===== config.mk =====
export PLATFORM = sky130hd
export DESIGN_NAME = api_frame_receive_deframer_core_flat
export DESIGN_NICKNAME = d
export VERILOG_FILES = /design/src/rtl/afrd_pkg.sv /design/src/rtl/afrd_ifs.sv /design/src/rtl/afrd_front.sv /design/src/rtl/afrd_queue.sv /design/src/rtl/afrd_back.sv /design/src/rtl/api_frame_receive_deframer_core.sv /design/src/flat_wrapper.sv
export SDC_FILE = /design/constraint.sdc
export NUM_CORES = 1
export LEC_CHECK = 0
export ABC_AREA = 0
export BUFFER_PORTS_ARGS = -buffer_cell sky130_fd_sc_hd__buf_2
export CAP_MARGIN = 30
export CORE_MARGIN = 5
export CORE_UTILIZATION = 60
export CTS_BUF_LIST = sky130_fd_sc_hd__clkbuf_4 sky130_fd_sc_hd__clkbuf_8 sky130_fd_sc_hd__clkbuf_16
export DETAILED_ROUTE_END_ITERATION = 12
export PLACE_DENSITY = 0.79
export SLEW_MARGIN = 0
export SYNTH_ARGS = -nofsm -noshare
export SYNTH_HDL_FRONTEND = slang
export SYNTH_SLANG_ARGS = --single-unit

===== constraint.sdc =====
create_clock -name clk -period 16.87 [get_ports clk]
set_input_delay 1.687 -clock clk [delete_from_list [all_inputs] [get_ports clk]]
set_output_delay 1.687 -clock clk [all_outputs]
set_load 0.02 [all_outputs]

===== src/rtl/afrd_pkg.sv =====
// Shared types and constants for the API frame receive deframer.
`default_nettype none
package afrd_pkg;

    localparam logic [7:0] START_BYTE     = 8'h7E;
    localparam logic [7:0] TYPE_RECEIVE   = 8'h81;
    localparam logic [7:0] TYPE_TX_STATUS = 8'h89;
    localparam logic [7:0] SUM_BASE       = 8'hFF;
    localparam logic [15:0] PAYLOAD_OFFSET = 16'd4;
    localparam logic [15:0] TX_MIN_CONTENT = 16'd2;

    localparam int QUEUE_DEPTH = 4;

    typedef enum logic [2:0] {
        ST_RX_OK     = 3'd0,
        ST_TX_OK     = 3'd1,
        ST_ZERO_LEN  = 3'd2,
        ST_BAD_SUM   = 3'd3,
        ST_BAD_TYPE  = 3'd4,
        ST_TOO_SHORT = 3'd5
    } status_t;

    typedef enum logic [2:0] {
        OP_SRC_HI,
        OP_SRC_LO,
        OP_RSSI,
        OP_OPTIONS,
        OP_FRAME_ID,
        OP_DELIVERY,
        OP_PAYLOAD,
        OP_END
    } op_t;

    typedef struct packed {
        op_t         op;
        logic [7:0]  data;
        status_t     status;
        logic [15:0] len;
    } cmd_t;

    typedef struct packed {
        logic valid;
        cmd_t cmd;
    } slot_t;

endpackage
`default_nettype wire


===== src/rtl/afrd_ifs.sv =====
// Valid/ready channel interfaces for received bytes and deframer results.
`default_nettype none
interface afrd_byte_if;
    logic       valid;
    logic       ready;
    logic [7:0] rx_byte;

    modport source (output valid, output rx_byte, input ready);
    modport sink   (input valid, input rx_byte, output ready);
endinterface

interface afrd_result_if;
    logic        valid;
    logic        ready;
    logic        kind;
    logic [7:0]  data;
    logic [15:0] src_addr;
    logic [7:0]  rssi;
    logic [7:0]  rx_options;
    logic [15:0] payload_len;
    logic [7:0]  frame_id;
    logic [7:0]  delivery_status;
    logic [2:0]  status;
    logic        last;

    modport source (output valid, output kind, output data, output src_addr, output rssi,
                    output rx_options, output payload_len, output frame_id,
                    output delivery_status, output status, output last, input ready);
    modport sink   (input valid, input kind, input data, input src_addr, input rssi,
                    input rx_options, input payload_len, input frame_id,
                    input delivery_status, input status, input last, output ready);
endinterface
`default_nettype wire


===== src/rtl/afrd_front.sv =====
// Frame parser: tracks frame phase and checksum, classifies received bytes into commands.
`default_nettype none
module afrd_front (
    input  wire logic          clk,
    input  wire logic          rst_n,
    afrd_byte_if.sink          byte_ch,
    input  wire logic          queue_full,
    output afrd_pkg::slot_t    push
);

    typedef enum logic [2:0] {
        PH_HUNT,
        PH_LEN_HI,
        PH_LEN_LO,
        PH_TYPE,
        PH_CONTENT,
        PH_CHECK
    } phase_t;

    phase_t      phase_reg, phase_next;
    logic [15:0] len_reg, len_next;
    logic [15:0] idx_reg, idx_next;
    logic [7:0]  sum_reg, sum_next;
    logic [7:0]  type_reg, type_next;

    logic        take;
    logic [7:0]  b;
    logic [15:0] count;
    logic [15:0] need;
    logic [15:0] idx_inc;
    logic        is_rx;
    logic        is_tx;

    assign byte_ch.ready = !queue_full;
    assign take    = byte_ch.valid && !queue_full;
    assign b       = byte_ch.rx_byte;
    assign count   = len_reg - 16'd1;
    assign idx_inc = idx_reg + 16'd1;
    assign is_rx   = type_reg == afrd_pkg::TYPE_RECEIVE;
    assign is_tx   = type_reg == afrd_pkg::TYPE_TX_STATUS;
    assign need    = is_tx ? afrd_pkg::TX_MIN_CONTENT : afrd_pkg::PAYLOAD_OFFSET;

    always_comb
    begin
        phase_next      = phase_reg;
        len_next        = len_reg;
        idx_next        = idx_reg;
        sum_next        = sum_reg;
        type_next       = type_reg;
        push.valid      = 1'b0;
        push.cmd.op     = afrd_pkg::OP_END;
        push.cmd.data   = b;
        push.cmd.status = afrd_pkg::ST_RX_OK;
        push.cmd.len    = count - afrd_pkg::PAYLOAD_OFFSET;
        if (take)
        begin
            unique case (phase_reg)
                PH_HUNT:
                begin
                    if (b == afrd_pkg::START_BYTE)
                        phase_next = PH_LEN_HI;
                end
                PH_LEN_HI:
                begin
                    len_next   = {b, 8'h00};
                    phase_next = PH_LEN_LO;
                end
                PH_LEN_LO:
                begin
                    len_next = {len_reg[15:8], b};
                    if ({len_reg[15:8], b} == 16'd0)
                    begin
                        push.valid      = 1'b1;
                        push.cmd.status = afrd_pkg::ST_ZERO_LEN;
                        phase_next      = PH_HUNT;
                    end
                    else
                        phase_next = PH_TYPE;
                end
                PH_TYPE:
                begin
                    type_next  = b;
                    sum_next   = b;
                    idx_next   = 16'd0;
                    phase_next = (len_reg == 16'd1) ? PH_CHECK : PH_CONTENT;
                end
                PH_CONTENT:
                begin
                    sum_next = sum_reg + b;
                    if (is_rx)
                    begin
                        push.valid = 1'b1;
                        case (idx_reg)
                            16'd0:   push.cmd.op = afrd_pkg::OP_SRC_HI;
                            16'd1:   push.cmd.op = afrd_pkg::OP_SRC_LO;
                            16'd2:   push.cmd.op = afrd_pkg::OP_RSSI;
                            16'd3:   push.cmd.op = afrd_pkg::OP_OPTIONS;
                            default: push.cmd.op = afrd_pkg::OP_PAYLOAD;
                        endcase
                    end
                    else if (is_tx)
                    begin
                        if (idx_reg == 16'd0)
                        begin
                            push.valid  = 1'b1;
                            push.cmd.op = afrd_pkg::OP_FRAME_ID;
                        end
                        else if (idx_reg == 16'd1)
                        begin
                            push.valid  = 1'b1;
                            push.cmd.op = afrd_pkg::OP_DELIVERY;
                        end
                    end
                    idx_next = idx_inc;
                    if (idx_inc == count)
                        phase_next = PH_CHECK;
                end
                PH_CHECK:
                begin
                    push.valid = 1'b1;
                    if (count < need)
                        push.cmd.status = afrd_pkg::ST_TOO_SHORT;
                    else if (!is_rx && !is_tx)
                        push.cmd.status = afrd_pkg::ST_BAD_TYPE;
                    else if ((afrd_pkg::SUM_BASE - sum_reg) != b)
                        push.cmd.status = afrd_pkg::ST_BAD_SUM;
                    else if (is_tx)
                        push.cmd.status = afrd_pkg::ST_TX_OK;
                    else
                        push.cmd.status = afrd_pkg::ST_RX_OK;
                    phase_next = PH_HUNT;
                end
                default:
                    phase_next = PH_HUNT;
            endcase
        end
    end

    always_ff @(posedge clk or negedge rst_n)
    begin
        if (!rst_n)
        begin
            phase_reg <= PH_HUNT;
            len_reg   <= 16'd0;
            idx_reg   <= 16'd0;
            sum_reg   <= 8'd0;
            type_reg  <= 8'd0;
        end
        else
        begin
            phase_reg <= phase_next;
            len_reg   <= len_next;
            idx_reg   <= idx_next;
            sum_reg   <= sum_next;
            type_reg  <= type_next;
        end
    end

endmodule
`default_nettype wire


===== src/rtl/afrd_queue.sv =====
// Command queue between the parser and the result stage.
`default_nettype none
module afrd_queue #(
    parameter int DEPTH = afrd_pkg::QUEUE_DEPTH
) (
    input  wire logic            clk,
    input  wire logic            rst_n,
    input  wire afrd_pkg::slot_t push,
    output logic                 full,
    output afrd_pkg::slot_t      head,
    input  wire logic            pop
);

    localparam int PTR_W = (DEPTH > 1) ? $clog2(DEPTH) : 1;
    localparam int CNT_W = $clog2(DEPTH + 1);
    localparam logic [PTR_W-1:0] LAST_PTR = PTR_W'(DEPTH - 1);
    localparam logic [CNT_W-1:0] DEPTH_CNT = CNT_W'(DEPTH);

    afrd_pkg::cmd_t   mem [DEPTH];
    logic [PTR_W-1:0] wr_ptr_reg, rd_ptr_reg;
    logic [CNT_W-1:0] cnt_reg;
    logic             do_push, do_pop;

    assign full       = cnt_reg == DEPTH_CNT;
    assign head.valid = cnt_reg != '0;
    assign head.cmd   = mem[rd_ptr_reg];
    assign do_push    = push.valid && !full;
    assign do_pop     = pop && head.valid;

    always_ff @(posedge clk)
    begin
        if (do_push)
            mem[wr_ptr_reg] <= push.cmd;
    end

    always_ff @(posedge clk or negedge rst_n)
    begin
        if (!rst_n)
        begin
            wr_ptr_reg <= '0;
            rd_ptr_reg <= '0;
            cnt_reg    <= '0;
        end
        else
        begin
            if (do_push)
                wr_ptr_reg <= (wr_ptr_reg == LAST_PTR) ? '0 : wr_ptr_reg + PTR_W'(1);
            if (do_pop)
                rd_ptr_reg <= (rd_ptr_reg == LAST_PTR) ? '0 : rd_ptr_reg + PTR_W'(1);
            if (do_push && !do_pop)
                cnt_reg <= cnt_reg + CNT_W'(1);
            else if (do_pop && !do_push)
                cnt_reg <= cnt_reg - CNT_W'(1);
        end
    end

    a_no_push_when_full: assert property (@(posedge clk) disable iff (!rst_n)
        full |-> !push.valid)
        else $error("command pushed into full queue");
    a_cnt_bound: assert property (@(posedge clk) disable iff (!rst_n)
        cnt_reg <= DEPTH_CNT)
        else $error("queue count above depth");
    a_pop_nonempty: assert property (@(posedge clk) disable iff (!rst_n)
        pop |-> head.valid)
        else $error("pop from empty queue");
    a_cnt_track: assert property (@(posedge clk) disable iff (!rst_n)
        (do_push && !do_pop) |=> cnt_reg == $past(cnt_reg) + CNT_W'(1))
        else $error("queue count did not follow push");

endmodule
`default_nettype wire


===== src/rtl/afrd_back.sv =====
// Result stage: executes queued commands, keeps header fields, drives the output register.
`default_nettype none
module afrd_back (
    input  wire logic            clk,
    input  wire logic            rst_n,
    input  wire afrd_pkg::slot_t head,
    output logic                 pop,
    afrd_result_if.source        result_ch
);

    logic [15:0] src_reg;
    logic [7:0]  rssi_reg;
    logic [7:0]  opt_reg;
    logic [7:0]  fid_reg;
    logic [7:0]  dstat_reg;

    logic        out_valid_reg;
    logic        out_kind_reg;
    logic [7:0]  out_data_reg;
    logic [15:0] out_src_reg;
    logic [7:0]  out_rssi_reg;
    logic [7:0]  out_opt_reg;
    logic [15:0] out_len_reg;
    logic [7:0]  out_fid_reg;
    logic [7:0]  out_dstat_reg;
    logic [2:0]  out_status_reg;

    logic is_emit;
    logic slot_free;
    logic load;

    assign is_emit   = head.cmd.op == afrd_pkg::OP_PAYLOAD || head.cmd.op == afrd_pkg::OP_END;
    assign slot_free = !out_valid_reg || result_ch.ready;
    assign pop       = head.valid && (!is_emit || slot_free);
    assign load      = head.valid && is_emit && slot_free;

    always_ff @(posedge clk)
    begin
        if (pop)
        begin
            case (head.cmd.op)
                afrd_pkg::OP_SRC_HI:   src_reg[15:8] <= head.cmd.data;
                afrd_pkg::OP_SRC_LO:   src_reg[7:0]  <= head.cmd.data;
                afrd_pkg::OP_RSSI:     rssi_reg      <= head.cmd.data;
                afrd_pkg::OP_OPTIONS:  opt_reg       <= head.cmd.data;
                afrd_pkg::OP_FRAME_ID: fid_reg       <= head.cmd.data;
                afrd_pkg::OP_DELIVERY: dstat_reg     <= head.cmd.data;
                default: ;
            endcase
        end
        if (load)
        begin
            out_kind_reg   <= head.cmd.op == afrd_pkg::OP_END;
            out_data_reg   <= 8'd0;
            out_src_reg    <= 16'd0;
            out_rssi_reg   <= 8'd0;
            out_opt_reg    <= 8'd0;
            out_len_reg    <= 16'd0;
            out_fid_reg    <= 8'd0;
            out_dstat_reg  <= 8'd0;
            out_status_reg <= 3'd0;
            if (head.cmd.op == afrd_pkg::OP_PAYLOAD)
                out_data_reg <= head.cmd.data;
            else
            begin
                out_status_reg <= head.cmd.status;
                if (head.cmd.status == afrd_pkg::ST_RX_OK)
                begin
                    out_src_reg  <= src_reg;
                    out_rssi_reg <= rssi_reg;
                    out_opt_reg  <= opt_reg;
                    out_len_reg  <= head.cmd.len;
                end
                else if (head.cmd.status == afrd_pkg::ST_TX_OK)
                begin
                    out_fid_reg   <= fid_reg;
                    out_dstat_reg <= dstat_reg;
                end
            end
        end
    end

    always_ff @(posedge clk or negedge rst_n)
    begin
        if (!rst_n)
            out_valid_reg <= 1'b0;
        else if (load)
            out_valid_reg <= 1'b1;
        else if (result_ch.ready)
            out_valid_reg <= 1'b0;
    end

    assign result_ch.valid           = out_valid_reg;
    assign result_ch.kind            = out_kind_reg;
    assign result_ch.data            = out_data_reg;
    assign result_ch.src_addr        = out_src_reg;
    assign result_ch.rssi            = out_rssi_reg;
    assign result_ch.rx_options      = out_opt_reg;
    assign result_ch.payload_len     = out_len_reg;
    assign result_ch.frame_id        = out_fid_reg;
    assign result_ch.delivery_status = out_dstat_reg;
    assign result_ch.status          = out_status_reg;
    assign result_ch.last            = out_kind_reg;

endmodule
`default_nettype wire


===== src/rtl/api_frame_receive_deframer_core.sv =====
// Top level of the API frame receive deframer: parser, command queue, result stage.
// Throughput: one byte per cycle; the parser stalls only when the command queue is full.
// The parser writes its commands into the command queue; the result stage loads a result from
// the head of the queue into its output register once that register is free.
// Reset: parser hunts for a start byte, queue empty, no result pending.
`default_nettype none
module api_frame_receive_deframer_core #(
    parameter int QUEUE_DEPTH = afrd_pkg::QUEUE_DEPTH
) (
    input  wire logic     clk,
    input  wire logic     rst_n,
    afrd_byte_if.sink     byte_ch,
    afrd_result_if.source result_ch
);

    afrd_pkg::slot_t push;
    afrd_pkg::slot_t head;
    logic            queue_full;
    logic            pop;

    afrd_front u_front (
        .clk        (clk),
        .rst_n      (rst_n),
        .byte_ch    (byte_ch),
        .queue_full (queue_full),
        .push       (push)
    );

    afrd_queue #(
        .DEPTH (QUEUE_DEPTH)
    ) u_queue (
        .clk   (clk),
        .rst_n (rst_n),
        .push  (push),
        .full  (queue_full),
        .head  (head),
        .pop   (pop)
    );

    afrd_back u_back (
        .clk       (clk),
        .rst_n     (rst_n),
        .head      (head),
        .pop       (pop),
        .result_ch (result_ch)
    );

endmodule
`default_nettype wire

===== src/flat_wrapper.sv =====
// flat-port wrapper written by rule: the top's interface ports become plain ports
module api_frame_receive_deframer_core_flat 
#(
    parameter int QUEUE_DEPTH = afrd_pkg::QUEUE_DEPTH
)
  (clk, rst_n, byte_ch_valid, byte_ch_rx_byte, byte_ch_ready, result_ch_valid, result_ch_kind, result_ch_data, result_ch_src_addr, result_ch_rssi, result_ch_rx_options, result_ch_payload_len, result_ch_frame_id, result_ch_delivery_status, result_ch_status, result_ch_last, result_ch_ready);
  afrd_byte_if byte_ch_i ();
  afrd_result_if result_ch_i ();
  input  wire logic clk;
  input  wire logic rst_n;
  input wire logic [$bits(byte_ch_i.valid)-1:0] byte_ch_valid;
  input wire logic [$bits(byte_ch_i.rx_byte)-1:0] byte_ch_rx_byte;
  output wire logic [$bits(byte_ch_i.ready)-1:0] byte_ch_ready;
  output wire logic [$bits(result_ch_i.valid)-1:0] result_ch_valid;
  output wire logic [$bits(result_ch_i.kind)-1:0] result_ch_kind;
  output wire logic [$bits(result_ch_i.data)-1:0] result_ch_data;
  output wire logic [$bits(result_ch_i.src_addr)-1:0] result_ch_src_addr;
  output wire logic [$bits(result_ch_i.rssi)-1:0] result_ch_rssi;
  output wire logic [$bits(result_ch_i.rx_options)-1:0] result_ch_rx_options;
  output wire logic [$bits(result_ch_i.payload_len)-1:0] result_ch_payload_len;
  output wire logic [$bits(result_ch_i.frame_id)-1:0] result_ch_frame_id;
  output wire logic [$bits(result_ch_i.delivery_status)-1:0] result_ch_delivery_status;
  output wire logic [$bits(result_ch_i.status)-1:0] result_ch_status;
  output wire logic [$bits(result_ch_i.last)-1:0] result_ch_last;
  input wire logic [$bits(result_ch_i.ready)-1:0] result_ch_ready;
  assign byte_ch_i.valid = byte_ch_valid;
  assign byte_ch_i.rx_byte = byte_ch_rx_byte;
  assign byte_ch_ready = byte_ch_i.ready;
  assign result_ch_valid = result_ch_i.valid;
  assign result_ch_kind = result_ch_i.kind;
  assign result_ch_data = result_ch_i.data;
  assign result_ch_src_addr = result_ch_i.src_addr;
  assign result_ch_rssi = result_ch_i.rssi;
  assign result_ch_rx_options = result_ch_i.rx_options;
  assign result_ch_payload_len = result_ch_i.payload_len;
  assign result_ch_frame_id = result_ch_i.frame_id;
  assign result_ch_delivery_status = result_ch_i.delivery_status;
  assign result_ch_status = result_ch_i.status;
  assign result_ch_last = result_ch_i.last;
  assign result_ch_i.ready = result_ch_ready;
  api_frame_receive_deframer_core #(.QUEUE_DEPTH(QUEUE_DEPTH)) u_core (.clk(clk), .rst_n(rst_n), .byte_ch(byte_ch_i), .result_ch(result_ch_i));
endmodule

==> qor.yml, run 1 <==
status:
  outcome: "complete, no violations"
global_route:
  grt_pass1_wl_um: 43000
  grt_start_max_net_pins: 64
  grt_total_usage: 0.224
  grt_antenna_before_repair: 0
  grt_pass1_vias: 7748
  grt_overflow: 0
logic_synthesis:
  synth_async_sr_flop_share: 0.195
  synth_ff_type: "sky130_fd_sc_hd__edfxtp_1"
  mappedNetlistNets: 944
  avgSynthCellArea_um2: 14.4
  ys_ff_latch: 303
  netlist-cell-type-count: 65
  synth.yosys.seq_area_share: 0.675
  synth_warnings: 0
  synth_enable_flop_cells: 244
  post_synth_instance_area_mm2: 0.0130
  netlist_instances: 909
setup_path:
  critical_path_peak_fanout: 6
  cp_top_family: "simple AND/OR/NAND/NOR gates"
  crit_required_ns: 17.17
  crit_path_start_kind: "register"
  path_class: "register to register"
  cells_along_the_critical_path: "inv_1 > ha_1 > or3b_1 > nor4_1 > xnor2_1 > nor4b_4 > nand2_4 > or4_4 > o21ai_0"
  timing.critical_path.buf_inv: 1
  critical_path_cell_with_the_highest_stage_delay: "sky130_fd_sc_hd__or4_4"
  crit_path_max_incr_delay_ns: 0.57
  reg2reg_slack_ns: 12.99
  crit_arrival_ns: 4.17
  crit_path_end_kind: "register"
run:
  cap_violations: 0
clock_network:
  ctsResizeCount: 0
  numCtsBuffers: 29
  cts-root-buf: "sky130_fd_sc_hd__clkbuf_16"
  cts_htree_levels: 1
  cts_hold_buffers: 0
  cts_setup_buffers: 0
  tritoncts_clock_tree: "yes"
  clock_latency_late_sink_ns: 0.56
  cts_buffer_depth: 3
  cts.sinks: 303
  path_clk_slew_ns: 0.06
layout:
  final_net_count: 1036
  post-route-util: 0.684
  max_flop_register: "u_core.u_queue.mem"
  num_antenna_cells: 0
  layout.filler_cells: 1485
  layoutNonFillerInstCount: 1304
  largest_register_ffs: 120
  area_growth_syn_to_layout_pct: 13.4
  drive_above_1_share: 0.215
sta:
  final-setup-viol-count: 0
  finalHoldViolCount: 0
  slew_headroom: 0.339
  fin_worst_skew_ns: 0.0185
  totalNegativeSetupSlack_ns: 0
  rsz0062_at_grt: "no"
  maxClockFrequency_mhz: 258
  worst_slew_pin_slew_ns: 0.984
  final.period_utilization: 0.230
  final_max_slew_viol_count: 0
  final.min_clock_period_ns: 3.88
route:
  ant_nets: 0
  routed-via-count: 7656
  detailedRoute.firstIterationViolations: 702
  detail_route.wl_per_cell_um: 20.7
  routed_wl_um: 27000
  drtPass1Iterations: 7
  drc: 0
  detail_route.vias_per_cell: 5.87
place:
  hpwlAfterDp_um: 17600
  gp_congestion: 0.870
  place.port_buffers: 90
  placed_cells: 1249
power_and_ir_drop:
  total_power_mw: 2.53
  power.ir.vdd_worst_mv: 0.131
  pwr_density_cell_mw_per_mm2: 171
  power_leakage_nw: 5.49
floorplan:
  ios: 91
  die_y_um: 157
  core_mm2: 0.0216
  core.rowCount: 54
  start_util: 0.603
  die_w_um: 157
  fp.dieArea_mm2: 0.0248
worst_hold_path:
  worstHoldPathType: "register to register"
-- metal layers --
metal  vias up  GRT usage  wire length, um
li1       3516          -                -
met1      3787      0.292            10400
met2       296      0.392            14000
met3        57     0.0357             1870
met4         0     0.0655              696
met5         -          0                0
-- metrics by stage --
| step | hold WS, ns | setup WS [ns] | area, um^2 |
|---|---|---|---|
| 2_1_floorplan | 0.443 | 8.93 | 13000 |
| 3_3_place_gp | 0.460 | 12.87 | 13800 |
| 3_5_place_dp | 0.472 | 12.81 | 13800 |
| 4_1_cts | 0.485 | 13.03 | 14800 |
| 5_1_grt | 0.517 | 12.83 | 14800 |
| 6_report | 0.483 | 12.99 | 14800 |
-- worst paths after layout --
| path | start | to | cells after the start |
|---|---|---|---|
| hold reg to reg | u_core.u_front.type_reg[1] | u_core.u_front.type_reg[1] | 2 |
| min in group asynchronous | rst_n | u_core.u_front.idx_reg[15] | 2 |
| setup reg to reg | u_core.u_front.len_reg[0] | u_core.u_queue.mem[2][16] | 9 |
| setup / recovery | u_core.u_front.len_reg[0] | u_core.u_queue.mem[2][16] | 9 |
| hold / removal | u_core.u_front.type_reg[1] | u_core.u_front.type_reg[1] | 2 |
| max in group asynchronous | rst_n | u_core.u_queue.rd_ptr_reg[0] | 2 |
-- placed cells by master (no fill, tap or decap), types with 12 or more instances in the layout --
cell type / netlist / final
sky130_fd_sc_hd__nor4_1: 14 / 14
sky130_fd_sc_hd__nand2_1: 79 / 79
sky130_fd_sc_hd__clkbuf_16: 0 / 29
sky130_fd_sc_hd__o21ai_0: 42 / 42
sky130_fd_sc_hd__nor3_1: 13 / 12
sky130_fd_sc_hd__mux4_2: 30 / 30
sky130_fd_sc_hd__dfrtp_1: 59 / 58
sky130_fd_sc_hd__nand4_1: 12 / 12
sky130_fd_sc_hd__xor2_1: 19 / 19
sky130_fd_sc_hd__nand3_1: 23 / 23
sky130_fd_sc_hd__xnor2_1: 42 / 42
sky130_fd_sc_hd__inv_1: 21 / 21
sky130_fd_sc_hd__a21oi_1: 19 / 19
sky130_fd_sc_hd__edfxtp_1: 244 / 244
sky130_fd_sc_hd__ha_1: 21 / 21
sky130_fd_sc_hd__nor2_1: 52 / 52
sky130_fd_sc_hd__and2_1: 80 / 77
sky130_fd_sc_hd__buf_2: 5 / 90
-- cell families after synthesis --
| kind of cell | count (synthesis) | share of synthesized area |
|---|---|---|
| multiplexers | 45 | 0.0643 |
| adder cells (fa/ha/maj) | 23 | 0.0232 |
| AND/OR/NAND/NOR | 328 | 0.137 |
| flip-flops | 303 | 0.675 |
| XOR/XNOR | 61 | 0.0409 |
| buffers and inverters | 61 | 0.0195 |
| AO/OA/AOI/OAI | 88 | 0.0403 |
-- report_power, final --
part,switching (mW),internal [mW]
Clock,0.278,0.398
Combinational,0.473,0.302
Sequential,0.0742,1.00
-- worst register-to-register path: cells and delay by family (launching register included) --
family,cells,cell delay [ns]
AND/OR/NAND/NOR,5,1.84
AO/OA/AOI/OAI,1,0.46
buffers and inverters,1,0.24
adder cells (fa/ha/maj),1,0.26
flip-flops,1,0.48
XOR/XNOR,1,0.34
-- Yosys cell counts (3+ instances only) --
cell                       count  area (um^2)
sky130_fd_sc_hd__nor2b_1       7         43.8
sky130_fd_sc_hd__nand3_1      23          115
sky130_fd_sc_hd__buf_2         5         25.0
sky130_fd_sc_hd__o31ai_1       7         52.6
sky130_fd_sc_hd__nor3_1       13         65.1
sky130_fd_sc_hd__nand2_1      79          297
sky130_fd_sc_hd__a21oi_1      19         95.1
sky130_fd_sc_hd__ha_1         21          263
sky130_fd_sc_hd__xnor2_1      42          368
sky130_fd_sc_hd__edfxtp_1    244         7330
sky130_fd_sc_hd__mux2_2       11          124
sky130_fd_sc_hd__nand4_1      12         75.1
sky130_fd_sc_hd__buf_4         3         22.5
sky130_fd_sc_hd__dfrtp_1      59         1480
sky130_fd_sc_hd__nand2b_1      6         37.5
sky130_fd_sc_hd__o21ai_0      42          210
sky130_fd_sc_hd__nor4_1       14         87.6
sky130_fd_sc_hd__mux4_2       30          676
sky130_fd_sc_hd__or4_4         3         33.8
sky130_fd_sc_hd__inv_1        21         78.8
sky130_fd_sc_hd__xor2_1       19          166
sky130_fd_sc_hd__clkbuf_1     29          109
sky130_fd_sc_hd__and3_1        9         56.3
sky130_fd_sc_hd__nor2_1       52          195
sky130_fd_sc_hd__nand3b_1      4         30.0
sky130_fd_sc_hd__mux2i_1       4         40.0
sky130_fd_sc_hd__or3_1         5         31.3
sky130_fd_sc_hd__and2_1       80          500
-- layout make-up --
| type | count | area, um^2 | area share |
|---|---|---|---|
| clock buffer | 39 | 838 | 0.0567 |
| sequential | 303 | 8800 | 0.595 |
| multi-input combinational | 545 | 4000 | 0.271 |
| inverter | 21 | 78.8 | 0.00533 |
| clock inverter | 15 | 183 | 0.0123 |
| timing repair buffer | 101 | 537 | 0.0363 |
| tap | 280 | 350 | 0.0237 |
No activity file was read; power rests on OpenSTA's default activity.
==> run 2: changes to the inputs <==
Settings changed: CORE_UTILIZATION 60 to 54, PLACE_DENSITY 0.79 to 0.75.
Clock period 16.87 ns to 3.2 ns, I/O delays scaled along.
==> qor.yml, run 2 (synthesis results as in run 1) <==
status:
  outcome: "complete, no violations"
layout:
  drive_above_1_share: 0.246  # +0.0314
  num_antenna_cells: 0  # unchanged
  layout.filler_cells: 1693  # +14%
  post-route-util: 0.645  # -0.0392
  largest_register_ffs: 120  # unchanged
  final_net_count: 1076  # +3.9%
  layout.cells.most_common_list: "sky130_fd_sc_hd__edfxtp_1, sky130_fd_sc_hd__buf_2, sky130_fd_sc_hd__and2_1, sky130_fd_sc_hd__nand2_1, sky130_fd_sc_hd__dfrtp_1"
  area_growth_syn_to_layout_pct: 16.8
  multi_input_area_mm2: 0.00404  # +0.94%
  layout.cells.most_common: "sky130_fd_sc_hd__edfxtp_1"
  regArea_mm2: 0.00880  # unchanged
  max_flop_register: "u_core.u_queue.mem"
sta:
  totalNegativeSetupSlack_ns: 0  # unchanged
  slew_headroom: 0.496  # +0.157
  finalHoldViolCount: 0  # unchanged
  maxClockFrequency_mhz: 326  # +26%
  fin_worst_skew_ns: 0.0167  # -0.00181 ns
  final-setup-viol-count: 0  # unchanged
  final.min_clock_period_ns: 3.07  # -0.812 ns
  worst_slew_pin_slew_ns: 0.754  # -0.230 ns
  final_max_slew_viol_count: 0  # unchanged
  final.period_utilization: 0.958  # +0.728
floorplan:
  die_y_um: 165  # +5.1%
  core.rowCount: 56  # +3.7%
  start_util: 0.553  # -0.0509
  ios: 91  # unchanged
  fp.dieArea_mm2: 0.0274  # +10%
  core_mm2: 0.0236  # +9.2%
  die_w_um: 165  # +5.1%
place:
  hpwlAfterDp_um: 17100  # -2.8%
  place.port_buffers: 90  # unchanged
  gp_congestion: 0.937  # +7.6%
power_and_ir_drop:
  power_switching_share: 0.316  # -0.0109
  power.ir.vdd_worst_mv: 0.472  # +260%
  power_leakage_nw: 5.70  # +3.9%
  pwr_density_cell_mw_per_mm2: 866  # +410%
  internal_power_mw: 9.03  # +430%
  pwr-share-comb: 0.311  # +0.004
  clockPowerShare: 0.265  # -0.003
  seqPwrFrac: 0.425  # about the same
  p_sw_mw: 4.17  # +400%
setup_path:
  worstReg2RegEnd: "u_core.u_queue.mem[2][18]"
  crit_path_start_kind: "register"
  r2r-start: "u_core.u_front.len_reg[1]"
  end_point_of_the_critical_path: "u_core.u_queue.mem[2][18]"
  critical_path_peak_fanout: 5  # -1
  cells_along_the_critical_path: "inv_1 > ha_1 > or3b_1 > buf_4 > nand4_1 > o21ai_1 > a2bb2oi_1 > nor4b_4 > nand2_4 > or4_4 > a21oi_1"
  crit_path_end_kind: "register"
  crit_required_ns: 3.52  # -13.65 ns
  rr_worst_depth: 11  # +2
  startpoint: "u_core.u_front.len_reg[1]"
  crit_path_max_incr_delay_ns: 0.55  # -0.02 ns
  reg2reg_slack_ns: 0.13  # -12.86 ns
  path_class: "register to register"
  crit_arrival_ns: 3.39  # -0.78 ns
  critical_path_cell_with_the_highest_stage_delay: "sky130_fd_sc_hd__or4_4"
route:
  ant_nets: 0  # unchanged
  detailedRoute.firstIterationViolations: 727  # +3.6%
  drtPass1Iterations: 5  # -2
  detail_route.wl_per_cell_um: 18.2  # -12%
  routed_wl_um: 25200  # -6.4%
  routed-via-count: 7563  # -1.2%
  drc: 0  # unchanged
  detail_route.vias_per_cell: 5.47  # -6.9%
worst_hold_path:
  hold-path-cell-count: 3  # +1
  hp-start: "result_ch_ready"
  worstHoldPathType: "input port to register"
clock_network:
  clock_latency_late_sink_ns: 0.54  # -0.02 ns
  cts_htree_levels: 1  # unchanged
  numCtsBuffers: 30  # +3.4%
  cts-root-buf: "sky130_fd_sc_hd__clkbuf_16"
  tritoncts_clock_tree: "yes"
  cts_buffer_depth: 3  # unchanged
  cts.sinks: 303  # unchanged
  path_clk_slew_ns: 0.06  # about the same
global_route:
  grt_pass1_vias: 7414  # -4.3%
  grt_antenna_before_repair: 0  # unchanged
  grt_total_usage: 0.189  # -0.0352
  grt_overflow: 0  # unchanged
  grt_pass1_wl_um: 40300  # -6.2%
  grt_start_max_net_pins: 65  # +1.6%
run:
  cap_violations: 0  # unchanged
==> run 2: cell count changes in the layout (fill, tap and decap cells not counted), moves of 2 or more <==
| cell | change |
|---|---|
| sky130_fd_sc_hd__and2_2 | -3 |
| sky130_fd_sc_hd__nor4_2 | +3 |
| sky130_fd_sc_hd__clkbuf_8 | -6 |
| sky130_fd_sc_hd__buf_4 | +33 |
| sky130_fd_sc_hd__clkbuf_16 | +2 |
| sky130_fd_sc_hd__o21ai_1 | +2 |
| sky130_fd_sc_hd__inv_6 | +3 |
| sky130_fd_sc_hd__o21ai_0 | -2 |
| sky130_fd_sc_hd__buf_12 | +6 |
| sky130_fd_sc_hd__and2_1 | +3 |
| sky130_fd_sc_hd__nor4_1 | -3 |
| sky130_fd_sc_hd__clkbuf_4 | +4 |
==> run 2: how the worst min path moves through the flow <==
stage	to	slack (ns)
2_1_floorplan	u_core.u_back.result_ch.valid	0.02
3_3_place_gp	u_core.u_front.type_reg[1]	0.46
3_5_place_dp	u_core.u_front.idx_reg[7]	0.20
4_1_cts	u_core.u_back.result_ch.valid	0.13
5_1_grt	u_core.u_back.result_ch.valid	0.16
6_report	u_core.u_back.result_ch.valid	0.13
==> run 2: worst max-delay path: cells and delay by family, from the launching register on <==
kind / cells / cell delay (ns)
buffers and inverters: 2 / 0.23
adder cells (fa/ha/maj): 1 / 0.22
flip-flops: 1 / 0.46
AO/OA/AOI/OAI: 3 / 0.59
AND/OR/NAND/NOR: 5 / 1.34
==> run 2: power by group through the flow <==
stage / sequential (mW) / combinational [mW] / clock, mW
3_5_place_dp: 5.67 / 4.08 / 0
2_1_floorplan: 5.62 / 2.91 / 0
5_1_grt: 5.67 / 4.52 / 3.77
4_1_cts: 5.59 / 4.11 / 3.56
6_report: 5.61 / 4.10 / 3.49
3_3_place_gp: 5.65 / 3.99 / 0
==> run 2: timing repair <==
item / 4_1_cts / 5_1_grt
setup buffers: 0 / 2
hold buffers: 1 / 0
endpoints found under the setup margin: 0 / 14
hold endpoints to repair: 50 / 0
gates resized for setup: 0 / 8
==> run 2: final cells by class <==
type / instances / area share
timing repair buffer: 140 / 0.0593
tap: 319 / 0.0262
clock inverter: 16 / 0.0112
multi-input combinational: 545 / 0.265
sequential: 303 / 0.578
clock buffer: 39 / 0.0549
inverter: 21 / 0.00517
==> run 2: layer usage <==
metal,vias to the layer above,track usage,wire length (um)
met2,264,0.319,12400
met5,-,0,0
met1,3656,0.263,10700
met4,0,0.0371,327
li1,3611,-,-
met3,32,0.0315,1800
==> run 2: metrics by stage <==
step	hold WS [ns]	cells	power [mW]	setup WS, ns	instance area (um^2)
floorplan	0.0244	909	8.53	-0.187	13100
global placement	0.458	1324	9.64	0.183	14200
detailed placement	0.199	1325	9.75	0.0866	14200
CTS	0.126	1381	13.3	0.0579	15200
global route	0.159	1383	14.0	-0.000742	15200
finish	0.134	1383	13.2	0.134	15200
==> run 3: changes to the inputs <==
Settings changed: CORE_UTILIZATION 54 to 55, PLACE_DENSITY 0.75 to 0.76, SYNTH_HIERARCHICAL set to 1.
==> qor.yml, run 3 <==
setup_path:
  startpoint: "u_core/u_front/len_reg[0]"
  crit_path_end_kind: "register"
  critical_path_peak_fanout: 4  # -1
  crit_required_ns: 3.49  # -0.03 ns
  path_class: "register to register"
  crit_arrival_ns: 3.29  # -0.10 ns
  crit_path_start_kind: "register"
  r2r-start: "u_core/u_front/len_reg[0]"
layout:
  layout.cells.most_common_list: "sky130_fd_sc_hd__edfxtp_1, sky130_fd_sc_hd__nand2_1, sky130_fd_sc_hd__buf_2, sky130_fd_sc_hd__dfrtp_1, sky130_fd_sc_hd__buf_4"
  drive_above_1_share: 0.262  # +0.0157
  finish.instance_area_mm2: 0.0158  # +3.5%
  num_antenna_cells: 0  # unchanged
  area_growth_syn_to_layout_pct: 14.9
  layout.cells.most_common: "sky130_fd_sc_hd__edfxtp_1"
  final_net_count: 1119  # +4.0%
  max_flop_register: "u_core/u_queue/mem"
  largest_register_ffs: 120  # unchanged
place:
  gp_congestion: 0.916  # -2.3%
  place.port_buffers: 90  # unchanged
  pre_cts_ws_ns: -0.0103  # -0.0969 ns
  hpwlAfterDp_um: 18600  # +8.7%
  place_area_mm2: 0.0147  # +3.6%
logic_synthesis:
  mappedNetlistNets: 1009  # +6.9%
  synth_simple_gate_area_frac: 0.154  # +0.0172
  synth_warnings: 6  # +6
  netlist_instances: 974  # +7.2%
  synth-adder-area-share: 0.0221  # -0.00114
  compound_gate_fraction_of_synth_area: 0.0435  # +0.00322
  ys_ff_latch: 303  # unchanged
  synth_commonest_cells: "sky130_fd_sc_hd__edfxtp_1, sky130_fd_sc_hd__nand2_1, sky130_fd_sc_hd__dfrtp_1, sky130_fd_sc_hd__nor2_1, sky130_fd_sc_hd__xnor2_1"
  synth_largest_type_area_fraction: 0.534  # -0.0276
  synth_async_sr_flop_share: 0.195  # unchanged
  avgSynthCellArea_um2: 14.1  # -1.8%
  yosys-mux-area-fraction: 0.0626  # -0.00170
  synth.yosys.seq_area_share: 0.642  # -0.0332
  netlist-cell-type-count: 70  # +7.7%
  synth_enable_flop_cells: 244  # unchanged
  post_synth_instance_area_mm2: 0.0137  # +5.2%
  synthTopCellsByArea: "sky130_fd_sc_hd__edfxtp_1, sky130_fd_sc_hd__dfrtp_1, sky130_fd_sc_hd__mux4_2"
  combinational_family_with_the_most_area_after_synthesis: "simple AND/OR/NAND/NOR gates"
  synthXorXnorAreaFrac: 0.0402  # -0.000736
  synthMostInstantiatedCell: "sky130_fd_sc_hd__edfxtp_1"
  synth_ff_type: "sky130_fd_sc_hd__edfxtp_1"
  synth.largest_area_cell: "sky130_fd_sc_hd__edfxtp_1"
clock_network:
  numCtsBuffers: 30  # unchanged
  cts_htree_levels: 1  # unchanged
  tritoncts_clock_tree: "yes"
  cts_buffer_depth: 3  # unchanged
  cts.sinks: 303  # unchanged
  cts_setup_buffers: 0  # unchanged
  clock_latency_late_sink_ns: 0.56  # +0.02 ns
  cts-root-buf: "sky130_fd_sc_hd__clkbuf_16"
  path_clk_slew_ns: 0.06  # about the same
sta:
  maxClockFrequency_mhz: 334  # +2.4%
  finalHoldViolCount: 0  # unchanged
  final_max_slew_viol_count: 0  # unchanged
  slew_headroom: 0.484  # -0.0119
  fin_worst_skew_ns: 0.0152  # -0.00152 ns
  rsz0062_at_grt: "no"
  final-setup-viol-count: 0  # unchanged
  final_critical_path_setup_slack_ns: 0.206  # +0.0719 ns
  final.period_utilization: 0.936  # -0.0225
  final.min_clock_period_ns: 2.99  # -0.0719 ns
  worst_slew_pin_slew_ns: 0.772  # +0.0178 ns
  totalNegativeSetupSlack_ns: 0  # unchanged
route:
  routed-via-count: 8281  # +9.5%
  routed_wl_um: 27900  # +11%
  detailedRoute.firstIterationViolations: 784  # +7.8%
  detail_route.wl_per_cell_um: 19.5  # +7.0%
  detail_route.vias_per_cell: 5.79  # +5.8%
  ant_nets: 0  # unchanged
  drtPass1Iterations: 5  # unchanged
  drc: 0  # unchanged
power_and_ir_drop:
  pwr_density_cell_mw_per_mm2: 853  # -1.5%
  power.ir.vdd_worst_mv: 0.548  # +16%
  total_power_mw: 13.5  # +2.0%
  power_leakage_nw: 5.72  # +0.25%
floorplan:
  fp.dieArea_mm2: 0.0282  # +3.1%
  core.rowCount: 57  # +1.8%
  die_y_um: 168  # +1.5%
  core_mm2: 0.0245  # +3.6%
  die_w_um: 168  # +1.5%
  start_util: 0.561  # +0.00838
  ios: 91  # unchanged
run:
  cap_violations: 0  # unchanged
global_route:
  grt_antenna_before_repair: 0  # unchanged
  grt_start_max_net_pins: 77  # +18%
  grt_overflow: 0  # unchanged
  grt_pass1_wl_um: 45100  # +12%
  grt_total_usage: 0.198  # +0.00906
  grt_pass1_vias: 8129  # +9.6%
worst_hold_path:
  worstHoldPathType: "input port to register"
  hp-start: "result_ch_ready"
status:
  outcome: "complete, no violations"
==> run 3: logic make-up (layout without fill, tap and decap cells) <==
| group | after synthesis | count (layout) |
|---|---|---|
| AO/OA/AOI/OAI | 94 | 94 |
| XOR/XNOR | 63 | 63 |
| adder cells (fa/ha/maj) | 23 | 23 |
| buffers and inverters | 90 | 223 |
| flip-flops | 303 | 303 |
| multiplexers | 46 | 46 |
| AND/OR/NAND/NOR | 355 | 355 |
==> run 3: report_power, final <==
group | internal (mW) | total (mW) | switching, mW
sequential | 5.14 | 5.54 | 0.405
clock | 2.10 | 3.56 | 1.46
combinational | 1.83 | 4.36 | 2.53
==> run 3: timing repair <==
action	in CTS	in global routing
pin swaps	0	3
hold buffers	1	0
endpoints found under the setup margin	4	17
endpoints found under the hold margin	30	0
gates resized for setup	1	7
gates cloned	0	0
==> run 3: path summary, 6_finish.rpt <==
check,slack (ns),cells past startpoint,endpoint
worst max-delay path,0.21,9,u_core/u_queue/mem[0][17]
worst min-delay path,0.10,3,u_core/u_back/result_ch.valid
worst max register to register,0.21,9,u_core/u_queue/mem[0][17]
worst min register to register,0.51,1,u_core/u_queue/cnt_reg[2]
max in group asynchronous,2.10,3,u_core/u_front/idx_reg[14]
min in group asynchronous,0.36,2,u_core/u_front/sum_reg[3]
==> run 3: layout make-up <==
| type | instances | area [um^2] |
|---|---|---|
| Clock inverter | 20 | 235 |
| Fill cell | 1727 | 8690 |
| Timing Repair Buffer | 146 | 973 |
| Inverter | 22 | 82.6 |
| Multi-Input combinational cell | 581 | 4480 |
| Sequential cell | 303 | 8800 |
| Clock buffer | 35 | 788 |
| Tap cell | 324 | 405 |
==> run 3: stage by stage <==
| step | util | hold WS [ns] | instances |
|---|---|---|---|
| 2_1_floorplan | - | 0.0244 | 974 |
| 3_3_place_gp | 0.600 | 0.433 | 1374 |
| 3_5_place_dp | 0.600 | 0.443 | 1374 |
| 4_1_cts | 0.643 | 0.0873 | 1430 |
| 5_1_grt | 0.645 | 0.119 | 1431 |
| 6_report | 0.645 | 0.100 | 1431 |
==> run 3: metal layers <==
layer	track usage	wire length [um]	vias to the layer above
met1	0.289	12400	4100
li1	-	-	3862
met4	0.0378	471	0
met2	0.324	13500	280
met3	0.0284	1620	39
met5	0	0	-
==> run 3: critical path, cell delays in order (launching register included) <==
cell,delay (ns)
sky130_fd_sc_hd__dfrtp_1,0.38
sky130_fd_sc_hd__inv_1,0.08
sky130_fd_sc_hd__ha_1,0.16
sky130_fd_sc_hd__or3b_2,0.50
sky130_fd_sc_hd__or4_4,0.55
sky130_fd_sc_hd__xnor2_1,0.18
sky130_fd_sc_hd__a2111oi_2,0.23
sky130_fd_sc_hd__o2111ai_1,0.19
sky130_fd_sc_hd__and2_1,0.20
sky130_fd_sc_hd__a32o_1,0.25
